## src/hw/rtl/grm_pkg.sv

```systemverilog
`timescale 1ns / 1ps
`default_nettype none

package grm_pkg;

  // Fixed field widths
  localparam int unsigned CONTENT_W   = 32;
  localparam int unsigned ERR_W       = 24;
  localparam int unsigned CFG_W       = 7;
  localparam int unsigned BINS_USED_W = 7;

  // Group size after reset
  localparam logic [CFG_W-1:0] GROUP_SIZE_RST = 7'd20;

  typedef logic [CFG_W-1:0] cfg_t;

  typedef struct packed {
    logic signed [CONTENT_W-1:0] bin_content;
    logic        [ERR_W-1:0]     bin_error;
  } bin_t;

  typedef struct packed {
    logic signed [CONTENT_W-1:0]   group_mean;
    logic        [ERR_W-1:0]       group_error;
    logic        [BINS_USED_W-1:0] bins_used;
  } result_t;

  // Sequencer states
  typedef enum logic [2:0] {
    ST_IDLE,
    ST_SQUARE,
    ST_ROOT,
    ST_DIV_MEAN,
    ST_DIV_ERR,
    ST_RESULT
  } grm_state_e;

endpackage

`default_nettype wire

```

## src/hw/rtl/grm_stream_if.sv

```systemverilog
`timescale 1ns / 1ps
`default_nettype none

interface grm_stream_if #(
  parameter type payload_t = logic
);
  logic     valid;
  logic     ready;
  payload_t data;

  modport source (output valid, output data, input ready);
  modport sink   (input valid, input data, output ready);
endinterface

`default_nettype wire

```

## src/hw/rtl/grm_accum.sv

```systemverilog
`timescale 1ns / 1ps
`default_nettype none

module grm_accum #(
  parameter int unsigned SUM_W = 38,
  parameter int unsigned SQS_W = 54,
  parameter int unsigned CNT_W = 7
) (
  input  wire logic                                clk_i,
  input  wire logic                                rst_ni,
  input  wire logic                                take_i,
  input  wire logic                                clear_i,
  input  wire logic signed [grm_pkg::CONTENT_W-1:0] content_i,
  input  wire logic        [grm_pkg::ERR_W-1:0]     error_i,
  output logic signed      [SUM_W-1:0]             content_sum_o,
  output logic             [SQS_W-1:0]             square_sum_o,
  output logic             [CNT_W-1:0]             count_o,
  output logic                                     busy_o
);
  import grm_pkg::*;

  localparam int unsigned PROD_W = 2 * ERR_W;

  logic signed [SUM_W-1:0]  sum_q;
  logic        [SQS_W-1:0]  sqs_q;
  logic        [CNT_W-1:0]  cnt_q;
  logic        [PROD_W-1:0] mcand_q;
  logic        [ERR_W-1:0]  mplier_q;
  logic                     nonzero;

  assign nonzero = (content_i != '0);

  // Sums, count and a shift-add squarer, one multiplier bit a cycle while no clear or take comes in
  always_ff @(posedge clk_i or negedge rst_ni) begin
    if (!rst_ni) begin
      sum_q    <= '0;
      sqs_q    <= '0;
      cnt_q    <= '0;
      mcand_q  <= '0;
      mplier_q <= '0;
    end else if (clear_i) begin
      sum_q <= '0;
      sqs_q <= '0;
      cnt_q <= '0;
    end else if (take_i && nonzero) begin
      sum_q    <= sum_q + SUM_W'(content_i);
      cnt_q    <= cnt_q + CNT_W'(1);
      mcand_q  <= PROD_W'(error_i);
      mplier_q <= error_i;
    end else if (mplier_q != '0) begin
      if (mplier_q[0]) begin
        sqs_q <= sqs_q + SQS_W'(mcand_q);
      end
      mcand_q  <= mcand_q << 1;
      mplier_q <= mplier_q >> 1;
    end
  end

  assign content_sum_o = sum_q;
  assign square_sum_o  = sqs_q;
  assign count_o       = cnt_q;
  assign busy_o        = (mplier_q != '0);

endmodule

`default_nettype wire

```

## src/hw/rtl/grm_sqrt.sv

```systemverilog
`timescale 1ns / 1ps
`default_nettype none

module grm_sqrt #(
  parameter int unsigned IN_W = 54
) (
  input  wire logic                      clk_i,
  input  wire logic                      rst_ni,
  input  wire logic                      start_i,
  input  wire logic [IN_W-1:0]           radicand_i,
  output logic                           busy_o,
  output logic      [(IN_W+1)/2-1:0]     root_o
);

  localparam int unsigned RT_W   = (IN_W + 1) / 2;
  localparam int unsigned PAD_W  = 2 * RT_W;
  localparam int unsigned ITER_W = $clog2(RT_W + 1);

  logic [PAD_W-1:0]  rad_q;
  logic [RT_W-1:0]   root_q;
  logic [RT_W:0]     rem_q;
  logic [ITER_W-1:0] iter_q;
  logic [RT_W+2:0]   rem_t;
  logic [RT_W+2:0]   trial;
  logic [RT_W+2:0]   diff;
  logic              fits;

  // One root bit a cycle: bring down two radicand bits, try 4r+1
  always_comb begin
    rem_t = {rem_q, rad_q[PAD_W-1 -: 2]};
    trial = {1'b0, root_q, 2'b01};
    fits  = (rem_t >= trial);
    diff  = rem_t - trial;
  end

  always_ff @(posedge clk_i or negedge rst_ni) begin
    if (!rst_ni) begin
      rad_q  <= '0;
      root_q <= '0;
      rem_q  <= '0;
      iter_q <= '0;
    end else if (start_i) begin
      rad_q  <= PAD_W'(radicand_i);
      root_q <= '0;
      rem_q  <= '0;
      iter_q <= ITER_W'(RT_W);
    end else if (iter_q != '0) begin
      rad_q  <= rad_q << 2;
      root_q <= {root_q[RT_W-2:0], fits};
      rem_q  <= fits ? diff[RT_W:0] : rem_t[RT_W:0];
      iter_q <= iter_q - ITER_W'(1);
    end
  end

  assign busy_o = (iter_q != '0);
  assign root_o = root_q;

endmodule

`default_nettype wire

```

## src/hw/rtl/grm_div.sv

```systemverilog
`timescale 1ns / 1ps
`default_nettype none

module grm_div #(
  parameter int unsigned N_W = 38,
  parameter int unsigned D_W = 7
) (
  input  wire logic           clk_i,
  input  wire logic           rst_ni,
  input  wire logic           start_i,
  input  wire logic [N_W-1:0] dividend_i,
  input  wire logic [D_W-1:0] divisor_i,
  output logic                busy_o,
  output logic      [N_W-1:0] quotient_o
);

  localparam int unsigned ITER_W = $clog2(N_W + 1);

  logic [N_W-1:0]    quo_q;
  logic [D_W-1:0]    rem_q;
  logic [D_W-1:0]    dvs_q;
  logic [ITER_W-1:0] iter_q;
  logic [D_W:0]      rem_t;
  logic [D_W:0]      diff;
  logic              fits;

  // Restoring step: shift in the next dividend bit, subtract if it fits
  always_comb begin
    rem_t = {rem_q, quo_q[N_W-1]};
    fits  = (rem_t >= {1'b0, dvs_q});
    diff  = rem_t - {1'b0, dvs_q};
  end

  always_ff @(posedge clk_i or negedge rst_ni) begin
    if (!rst_ni) begin
      quo_q  <= '0;
      rem_q  <= '0;
      dvs_q  <= '0;
      iter_q <= '0;
    end else if (start_i) begin
      quo_q  <= dividend_i;
      rem_q  <= '0;
      dvs_q  <= divisor_i;
      iter_q <= ITER_W'(N_W);
    end else if (iter_q != '0) begin
      quo_q  <= {quo_q[N_W-2:0], fits};
      rem_q  <= fits ? diff[D_W-1:0] : rem_t[D_W-1:0];
      iter_q <= iter_q - ITER_W'(1);
    end
  end

  assign busy_o     = (iter_q != '0);
  assign quotient_o = quo_q;

endmodule

`default_nettype wire

```

## src/hw/rtl/group_mean_rebinner_core.sv

```systemverilog
// Channel   Dir  Payload                                  Request taken when
// bin_i     in   bin_content, bin_error                   valid & ready
// cfg_i     in   group_size                               valid & ready (ready always high)
// result_o  out  group_mean, group_error, bins_used       valid & ready
//
// A bin passes through ST_IDLE and ST_SQUARE. For a nonzero bin, ST_SQUARE waits while
// the shift-add squarer works through its error up to the top set bit (at most ERR_W
// bits). A group end with nonzero bins then runs the root (ST_ROOT) and the mean and
// error divides (ST_DIV_MEAN, ST_DIV_ERR) before ST_RESULT; an empty group skips them.
// Reset clears all sums and sets the group size to 20. A result waits in the
// output register; the next bin is taken meanwhile, only the next group end stalls.
`timescale 1ns / 1ps
`default_nettype none

module group_mean_rebinner_core #(
  parameter int unsigned MAX_GROUP = 64
) (
  input  wire logic    clk_i,
  input  wire logic    rst_ni,
  grm_stream_if.sink   bin_i,
  grm_stream_if.sink   cfg_i,
  grm_stream_if.source result_o
);
  import grm_pkg::*;

  localparam int unsigned CNT_W  = $clog2(MAX_GROUP + 1);
  localparam int unsigned SUM_W  = CONTENT_W + $clog2(MAX_GROUP);
  localparam int unsigned SQS_W  = 2 * ERR_W + $clog2(MAX_GROUP);
  localparam int unsigned ROOT_W = (SQS_W + 1) / 2;

  grm_state_e state_q, state_d;

  cfg_t                    gs_q;
  logic [CNT_W-1:0]        pos_q;
  logic                    end_q;
  logic [SUM_W-1:0]        mean_q;
  logic [ERR_W-1:0]        err_q;
  logic                    out_valid_q;
  result_t                 out_q;

  logic [CNT_W-1:0]        eff_size;
  logic [CNT_W:0]          pos_inc;
  logic                    group_end;
  logic                    bin_take;
  logic                    result_load;
  logic                    sqrt_start;
  logic                    div_start;
  logic [SUM_W-1:0]        div_dividend;
  logic [SUM_W-1:0]        sum_mag;

  logic signed [SUM_W-1:0] content_sum;
  logic [SQS_W-1:0]        square_sum;
  logic [CNT_W-1:0]        count;
  logic                    acc_busy;
  logic                    sq_busy;
  logic [ROOT_W-1:0]       root;
  logic                    div_busy;
  logic [SUM_W-1:0]        quotient;

  // Config register, always ready
  assign cfg_i.ready = 1'b1;

  always_ff @(posedge clk_i or negedge rst_ni) begin
    if (!rst_ni) begin
      gs_q <= GROUP_SIZE_RST;
    end else if (cfg_i.valid) begin
      gs_q <= cfg_i.data;
    end
  end

  // Effective group size: zero acts as one, large values saturate
  always_comb begin
    priority if (gs_q == '0) begin
      eff_size = CNT_W'(1);
    end else if (int'(gs_q) > int'(MAX_GROUP)) begin
      eff_size = CNT_W'(MAX_GROUP);
    end else begin
      eff_size = CNT_W'(gs_q);
    end
  end

  assign bin_i.ready = (state_q == ST_IDLE);
  assign bin_take    = bin_i.valid && (state_q == ST_IDLE);
  assign pos_inc     = (CNT_W+1)'(pos_q) + (CNT_W+1)'(1);
  assign group_end   = (pos_inc >= {1'b0, eff_size});

  // Group position and end flag
  always_ff @(posedge clk_i or negedge rst_ni) begin
    if (!rst_ni) begin
      pos_q <= '0;
      end_q <= 1'b0;
    end else if (bin_take) begin
      end_q <= group_end;
      pos_q <= group_end ? '0 : pos_inc[CNT_W-1:0];
    end
  end

  grm_accum #(
    .SUM_W (SUM_W),
    .SQS_W (SQS_W),
    .CNT_W (CNT_W)
  ) u_accum (
    .clk_i         (clk_i),
    .rst_ni        (rst_ni),
    .take_i        (bin_take),
    .clear_i       (result_load),
    .content_i     (bin_i.data.bin_content),
    .error_i       (bin_i.data.bin_error),
    .content_sum_o (content_sum),
    .square_sum_o  (square_sum),
    .count_o       (count),
    .busy_o        (acc_busy)
  );

  grm_sqrt #(
    .IN_W (SQS_W)
  ) u_sqrt (
    .clk_i      (clk_i),
    .rst_ni     (rst_ni),
    .start_i    (sqrt_start),
    .radicand_i (square_sum),
    .busy_o     (sq_busy),
    .root_o     (root)
  );

  grm_div #(
    .N_W (SUM_W),
    .D_W (CNT_W)
  ) u_div (
    .clk_i      (clk_i),
    .rst_ni     (rst_ni),
    .start_i    (div_start),
    .dividend_i (div_dividend),
    .divisor_i  (count),
    .busy_o     (div_busy),
    .quotient_o (quotient)
  );

  // Magnitude of the content sum for the unsigned divider
  assign sum_mag = content_sum[SUM_W-1] ? $unsigned(-content_sum) : $unsigned(content_sum);

  // Sequencer: state register
  always_ff @(posedge clk_i or negedge rst_ni) begin
    if (!rst_ni) begin
      state_q <= ST_IDLE;
    end else begin
      state_q <= state_d;
    end
  end

  // Sequencer: next state and strobes
  always_comb begin
    state_d      = state_q;
    sqrt_start   = 1'b0;
    div_start    = 1'b0;
    div_dividend = sum_mag;
    result_load  = 1'b0;
    unique case (state_q)
      ST_IDLE: begin
        if (bin_i.valid) begin
          state_d = ST_SQUARE;
        end
      end
      ST_SQUARE: begin
        if (!acc_busy) begin
          priority if (!end_q) begin
            state_d = ST_IDLE;
          end else if (count == '0) begin
            state_d = ST_RESULT;
          end else begin
            sqrt_start = 1'b1;
            state_d    = ST_ROOT;
          end
        end
      end
      ST_ROOT: begin
        if (!sq_busy) begin
          div_start = 1'b1;
          state_d   = ST_DIV_MEAN;
        end
      end
      ST_DIV_MEAN: begin
        div_dividend = SUM_W'(root);
        if (!div_busy) begin
          div_start = 1'b1;
          state_d   = ST_DIV_ERR;
        end
      end
      ST_DIV_ERR: begin
        if (!div_busy) begin
          state_d = ST_RESULT;
        end
      end
      ST_RESULT: begin
        if (!out_valid_q || result_o.ready) begin
          result_load = 1'b1;
          state_d     = ST_IDLE;
        end
      end
      default: begin
        state_d = ST_IDLE;
      end
    endcase
  end

  // Quotient capture; mean truncates toward zero
  always_ff @(posedge clk_i) begin
    if (state_q == ST_DIV_MEAN && !div_busy) begin
      mean_q <= content_sum[SUM_W-1] ? (-quotient) : quotient;
    end
    if (state_q == ST_DIV_ERR && !div_busy) begin
      err_q <= ERR_W'(quotient);
    end
  end

  // Output register
  always_ff @(posedge clk_i or negedge rst_ni) begin
    if (!rst_ni) begin
      out_valid_q <= 1'b0;
    end else if (result_load) begin
      out_valid_q <= 1'b1;
    end else if (result_o.ready) begin
      out_valid_q <= 1'b0;
    end
  end

  always_ff @(posedge clk_i) begin
    if (result_load) begin
      if (count == '0) begin
        out_q <= '0;
      end else begin
        out_q.group_mean  <= CONTENT_W'(mean_q);
        out_q.group_error <= err_q;
        out_q.bins_used   <= BINS_USED_W'(count);
      end
    end
  end

  assign result_o.valid = out_valid_q;
  assign result_o.data  = out_q;

endmodule

`default_nettype wire

```

## src/flat_wrapper.sv

```systemverilog
// flat-port wrapper written by rule: the top's interface ports become plain ports
module group_mean_rebinner_core_flat import grm_pkg::*;
#(
  parameter int unsigned MAX_GROUP = 64
)
  (clk_i, rst_ni, bin_i_valid, bin_i_data, bin_i_ready, cfg_i_valid, cfg_i_data, cfg_i_ready, result_o_valid, result_o_data, result_o_ready);
  grm_stream_if #(.payload_t(bin_t)) bin_i_i ();
  grm_stream_if #(.payload_t(cfg_t)) cfg_i_i ();
  grm_stream_if #(.payload_t(result_t)) result_o_i ();
  input  wire logic clk_i;
  input  wire logic rst_ni;
  input wire logic [$bits(bin_i_i.valid)-1:0] bin_i_valid;
  input wire logic [$bits(bin_i_i.data)-1:0] bin_i_data;
  output wire logic [$bits(bin_i_i.ready)-1:0] bin_i_ready;
  input wire logic [$bits(cfg_i_i.valid)-1:0] cfg_i_valid;
  input wire logic [$bits(cfg_i_i.data)-1:0] cfg_i_data;
  output wire logic [$bits(cfg_i_i.ready)-1:0] cfg_i_ready;
  output wire logic [$bits(result_o_i.valid)-1:0] result_o_valid;
  output wire logic [$bits(result_o_i.data)-1:0] result_o_data;
  input wire logic [$bits(result_o_i.ready)-1:0] result_o_ready;
  assign bin_i_i.valid = bin_i_valid;
  assign bin_i_i.data = bin_i_data;
  assign bin_i_ready = bin_i_i.ready;
  assign cfg_i_i.valid = cfg_i_valid;
  assign cfg_i_i.data = cfg_i_data;
  assign cfg_i_ready = cfg_i_i.ready;
  assign result_o_valid = result_o_i.valid;
  assign result_o_data = result_o_i.data;
  assign result_o_i.ready = result_o_ready;
  group_mean_rebinner_core #(.MAX_GROUP(MAX_GROUP)) u_core (.clk_i(clk_i), .rst_ni(rst_ni), .bin_i(bin_i_i), .cfg_i(cfg_i_i), .result_o(result_o_i));
endmodule
```

## config.mk

```make
export PLATFORM = sky130hd
export DESIGN_NAME = group_mean_rebinner_core_flat
export DESIGN_NICKNAME = d
export VERILOG_FILES = /design/src/hw/rtl/grm_pkg.sv /design/src/hw/rtl/grm_stream_if.sv /design/src/hw/rtl/grm_accum.sv /design/src/hw/rtl/grm_sqrt.sv /design/src/hw/rtl/grm_div.sv /design/src/hw/rtl/group_mean_rebinner_core.sv /design/src/flat_wrapper.sv
export SDC_FILE = /design/constraint.sdc
export NUM_CORES = 1
export LEC_CHECK = 0
export BUFFER_PORTS_ARGS = -buffer_cell sky130_fd_sc_hd__buf_2
export CORE_MARGIN = 2
export CORE_UTILIZATION = 62
export DETAILED_ROUTE_END_ITERATION = 8
export PLACE_DENSITY_LB_ADDON = 0.1
export SYNTH_ARGS = -nofsm -noshare
export SYNTH_HDL_FRONTEND = slang
export SYNTH_SLANG_ARGS = --single-unit
```

## constraint.sdc

```tcl
create_clock -name clk_i -period 4.6 [get_ports clk_i]
set_input_delay 0.23 -clock clk_i [delete_from_list [all_inputs] [get_ports clk_i]]
set_output_delay 0.23 -clock clk_i [all_outputs]
set_load 0.02 [all_outputs]
```

## Yosys cells after proc, flatten, opt, wreduce, memory -nomap -nowiden

Index checks and enable logic that the tools add are counted.

- Memories kept: 0
- Output and inout bits: 66
- Bits in latches: 0
- ROM bits: 0
- Bits in writable memories: 0
- Register bits: 481

- Order comparisons: 4
- Divide/modulo/power cells: 0
- Mux-type cells: 54
- Multiply operators: 0
- Reduce and logical (&&, ||, !) cells: 24
- Bitwise logic cells: 1
- Equality and inequality tests: 12
- Shifts and indexed selects: 0
- Add/sub/neg operators: 10

Operators with widths:

| kind | number |
|---|---|
| $mux 54 | 6 |
| $mux 38 | 6 |
| $mux 48 | 2 |
| $mux 28 | 3 |
| $mux 7 | 8 |
| $add 54x48->54 | 1 |
| $mux 27 | 2 |
| $mux 24 | 2 |
| $add 38x32->38 | 1 |
| $neg 38->38 | 1 |
| $mux 32 | 1 |
| $neg 32->32 | 1 |
| $reduce_bool 32->1 | 1 |
| $ge 30x29->1 | 1 |
| $sub 28x28->28 | 1 |
| $mux 3 | 8 |
| $reduce_bool 24->1 | 1 |
| $pmux 3 s6 | 1 |
| $ge 8x7->1 | 2 |
| $logic_not 7->1 | 2 |
| $reduce_bool 2->1 | 7 |
| $mux 6 | 2 |
| $mux 1 | 10 |
| $mux 5 | 2 |
| other kinds (22) | 33 |

## Longest topological paths before layout

- Depth in word-level cells: 6
- Gate-level depth with buffers: 14

## By module

Synthesis repeated with hierarchy kept, for this count alone.

- Cells, all modules: 3,163
- Area, all modules: 29,030.3 um2

Modules (own cells, without submodules):

| module | cells an instance | area each (um2) | times used |
|---|---|---|---|
| grm_accum | 1,489 | 12,189.2 | 1 |
| group_mean_rebinner_core | 617 | 7,051.8 | 1 |
| grm_sqrt | 757 | 6,831.6 | 1 |
| grm_div | 300 | 2,957.8 | 1 |

## Worst setup path before layout

OpenSTA, ideal clock, no wires.

- Path kind: register to register
- Start: register u_core.state_q[0]
- End: register u_core.out_q (netlist bit u_core.result_o.data[0]) (enable)
- Cell stages (with the launch flop): 7
- Buffers on the path: 2
- Data required time: 4.148 ns
- Arrival: 3.200 ns
- Period minus slack after synthesis: 3.652 ns
- Slack: 0.948 ns
- Cell sequence: dfrtp_1 > inv_1 > nor2_1 > nand3_1 > inv_1 > clkbuf_1 > buf_1

- Longest elaborated chain between the ends: 2

Ends and longest elaborated chain:

| element | line | RTL |
|---|---|---|
| start, declared | group_mean_rebinner_core.sv:31 | `grm_state_e state_q, state_d;` |
| start signal, assigned | group_mean_rebinner_core.sv:147 | `state_q <= state_d;` |
| $eq 3x3->1 | group_mean_rebinner_core.sv:158 | `unique case (state_q)` |
| $mux 1 | group_mean_rebinner_core.sv:158 |  |
| via u_core.result_load | group_mean_rebinner_core.sv:45 | `logic result_load;` |
| end, declared | group_mean_rebinner_core.sv:39 | `result_t out_q;` |

The timed path passes the listed nets, and every way through them passes these cells.
A chain may end at the register's enable or synchronous reset.

## Worst setup path in the final report

- Start: register u_core.u_accum.sqs_q[0], in the netlist u_core.u_accum.square_sum_o[0]
- End: register u_core.u_accum.sqs_q[52], in the netlist u_core.u_accum.square_sum_o[52]

- Longest elaborated chain between the ends: 5

Ends and longest elaborated chain:

| element | line | RTL |
|---|---|---|
| start, declared | grm_accum.sv:25 | `logic [SQS_W-1:0] sqs_q;` |
| start signal, assigned | grm_accum.sv:52 | `sqs_q <= sqs_q + SQS_W'(mcand_q);` |
| $add 54x48->54 | grm_accum.sv:52 |  |
| $mux 54 | grm_accum.sv:51 | `if (mplier_q[0]) begin` |
| $mux 54 | grm_accum.sv:50 | `end else if (mplier_q != '0) begin` |
| $mux 54 | grm_accum.sv:45 | `end else if (take_i && nonzero) begin` |
| $mux 54 | grm_accum.sv:41 | `end else if (clear_i) begin` |

No other way between the ends. The select of a mux whose other input is x is not followed.

==> results.tsv <==
stage	metric	value	unit
synthesis	Gate Count Post-Synth	2974	
synthesis	Netlist Area Pre-Place	0.0273	mm2
place	Placement Setup Slack	0.410	ns
power	Pwr Density	288	mW/mm2
status	status	finished, final reports clean	
cts	CTS tree	yes	
critical_path	max incr delay on CP	0.63	ns
routing	DR vias/cell	6.28	
place	RePlAce Congestion	0.977	
final_layout	Nets	3246	
worst_hold_path	hold path startpoint	bin_i_data[25]	
place	IO buf count	132	
die	Die Y	214	um
critical_path	worst-path fanout max	5	
grt	total gr overflow	0	
cts	Clock Path Buffers	3	
run	number of max-cap violations	0	
cts	clk slew on worst S/H paths	0.06	ns
sta	min Tclk post-route	4.25	ns
synthesis	#FFs+latches synth	481	
critical_path	CP Class	flip-flop to flip-flop	
synthesis	Post-Syn Nets	3180	
cts	Worst-Skew Late Latency	0.62	ns
final_layout	n_diodes	0	
power	IR Drop Worst-Case VDD	0.334	mV
synthesis	Main synth FF type	dfrtp_1	
grt	GRT Util Overall	30.9	%
die	core box area	0.0433	mm2
synthesis	Yosys top cell by area	dfrtp_1	
sta	Setup TNS	0	ns
routing	Final ANT Viol Nets	0	
routing	# DRC	0	
critical_path	CP Capture Type	flip-flop	
worst_hold_path	WHS Path Cells	4	
critical_path	worst r2r src	u_core.u_accum.square_sum_o[0]	
synthesis	synth warn	0	
synthesis	top post-synthesis cells by area	dfrtp_1, edfxtp_1, ha_1	
cts	CTS root buffer	clkbuf_16	
synthesis	Post-synth top cells	dfrtp_1, nand2_1, a21oi_1	
die	Starting Density	63.1	%
critical_path	CP required	5.11	ns
sta	RSZ-0062 raised after global routing	false	
critical_path	WP data arrival	4.77	ns
worst_hold_path	Hold/Removal Path Class	input port to flip-flop	
sta	Setup Skew	0.0288	ns
power	Power Total	8.71	mW
sta	slew margin rel.	19.4	%
sta	Least-Margin Pin Slew	1.20	ns
grt	largest net degree at the start of global routing	116	
cts	Post-CTS Setup Bufs	0	
synthesis	Mean Syn Cell Area	9.18	um2
die	die area	0.0457	mm2
synthesis	share of the synthesized area in the top cell type	33.0	%
grt	initial antenna violation count	0	
power	Clk pwr share	47.3	%
power	Leakage	13.2	nW
final_layout	Syn-to-layout area delta	10.9	%
sta	final setup fails	0	
routing	routed len/inst	19.2	um
synthesis	register area share after synthesis	46.3	%
routing	DR pass1 iterations	5	
sta	part of the cycle the worst path needs	92.5	%
synthesis	Synth cell types	73	
die	num rows	76	
critical_path	Setup crit start kind	flip-flop	
power	Internal Power	6.81	mW
synthesis	Async SR Flop Fraction	75.3	%
critical_path	FF-to-FF path depth	12	
power	sequential power share	50.2	%
cts	H-tree depth	2	
die	num ports	134	
place	post-DP HPWL	49300	um
routing	DRT iter0 DRCs	2080	
final_layout	FILL cells	3394	
grt	first-pass GRT wire length	112000	um
sta	final worst slack	0.346	ns
routing	wirelength, routed	70200	um
power	Net Sw Frac	21.8	%
sta	Slew Viols, Final	0	
routing	via count	23000	
cts	clk sinks	481	
sta	Hold Vio Cnt, Final	0	
grt	number of global-route vias before repair	21400	
synthesis	number of synthesized flops with an enable pin	119	
critical_path	CP Cell Sequence	ha_1 > fa_1 > a211oi_1 > o21a_1 > or2_1 > o311ai_1 > a31oi_1 > o31ai_1 > nor4b_1 > o21ai_1 > or3_1 > a21oi_1	
cts	CTS buffer count	51	
final_layout	layout cell share with drive strength beyond 1	9.32	%
critical_path	Setup crit start	u_core.u_accum.square_sum_o[0]	
sta	FMAX	235	MHz
power	combinational fraction of design power	2.5	%
die	Die X	214	um
power	NetSw	1.89	mW
critical_path	Slowest-stage cell, CP	o31ai_1	
==> layer usage <==
metal  part of all wire [%]  up-vias  global-route usage, %
met4                    2.9        2                   9.60
met5                  0.090        -                   1.08
met3                    8.4      139                   6.96
li1                       -    10800                      -
met2                     44      881                   46.1
met1                     45    11100                   45.1
==> stage by stage <==
stage	cell area, um2	util (%)	hold WS (ns)	cells
floorplan	27300	-	-0.0656	2974
CTS	30300	70.0	0.0281	3663
global placement	28400	65.7	0.323	3552
finish	30300	70.0	0.0499	3663
global route	30300	70.0	0.0671	3663
detailed placement	28400	65.7	0.331	3552
==> worst paths after layout <==
kind | endpoint | slack [ns]
max in group asynchronous | u_core.u_sqrt.rad_q[16] | 3.19
hold reg to reg | u_core.u_div.rem_q[6] | 0.50
hold / removal | u_core.u_accum.content_sum_o[1] | 0.05
min in group asynchronous | u_core.u_div.iter_q[4] | 0.22
setup / recovery | u_core.u_accum.square_sum_o[52] | 0.35
setup reg to reg | u_core.u_accum.square_sum_o[52] | 0.35
==> timing repair <==
| action | in CTS | in global routing |
|---|---|---|
| hold endpoints to repair | 115 | 0 |
| hold buffers | 20 | 0 |
| gates resized for setup | 0 | 0 |
==> flip-flops by register name, indices dropped and copies added, names as in the netlist, 7 cells and up <==
name	cells
u_core.u_div.dvs_q	7
u_core.u_sqrt.rad_q	54
u_core.gs_q	7
u_core.result_o.data	63
u_core.u_accum.square_sum_o	54
u_core.u_accum.mcand_q	48
u_core.u_accum.count_o	7
u_core.u_sqrt.rem_q	28
u_core.u_accum.mplier_q	24
u_core.u_sqrt.root_o	27
u_core.u_accum.content_sum_o	38
u_core.err_q	24
u_core.u_div.quotient_o	38
u_core.mean_q	32
u_core.pos_q	7
u_core.u_div.rem_q	7
==> logic make-up after synthesis <==
logic type               Yosys count  share of synthesized area [%]
buffers and inverters            267                           3.69
flip-flops                       481                           46.3
AO/OA/AOI/OAI                    915                           20.6
adder cells (fa/ha/maj)          138                           6.41
other                              1                         0.0137
XOR/XNOR                         177                           5.68
multiplexers                      15                          0.628
AND/OR/NAND/NOR                  980                           16.7
==> power groups by stage <==
stage	clock (mW)	sequential [mW]	combinational, mW
final	4.12	4.37	0.218
after global routing	4.34	4.37	0.247
after CTS	4.18	4.37	0.222
after detailed placement	0	4.45	0.204
after global placement	0	4.45	0.199
after floorplan	0	4.45	0.0796
==> cell usage in the layout (no fill, tap or decap), types with 29 or more instances in the layout <==
cell,synthesis,routed
clkbuf_16,0,51
o31ai_1,35,35
xor2_1,68,68
nand3_1,76,76
a21o_1,59,59
nor2_1,240,237
nor4_1,41,41
edfxtp_1,119,119
inv_1,87,86
xnor2_1,109,109
a211oi_1,37,37
a22o_1,32,32
a21oi_1,299,298
and2_1,84,84
ha_1,135,135
buf_4,1,37
dfrtp_1,360,359
nor3_1,34,31
o21ai_1,39,39
o21ai_0,183,182
nand4_1,33,33
o21bai_1,29,29
buf_2,0,131
nand2_1,360,360
a31oi_1,69,69
==> area by class of cell <==
| type | instances | area (um2) | share of cell area [%] |
|---|---|---|---|
| repair buffers | 192 | 1210 | 3.99 |
| clock buffers | 68 | 1400 | 4.63 |
| inverters | 88 | 332 | 1.10 |
| multi-input cells | 2226 | 13700 | 45.3 |
| well taps | 585 | 732 | 2.42 |
| clock inverters | 23 | 255 | 0.843 |
| flip-flops and latches | 481 | 12600 | 41.8 |
==> critical path: cells and delay by family (launching register included) <==
kind / cells / cell delay, ns
flip-flops: 1 / 0.38
AO/OA/AOI/OAI: 7 / 2.12
AND/OR/NAND/NOR: 3 / 1.15
adder cells (fa/ha/maj): 2 / 0.51
(Power assumes the default switching activity.)
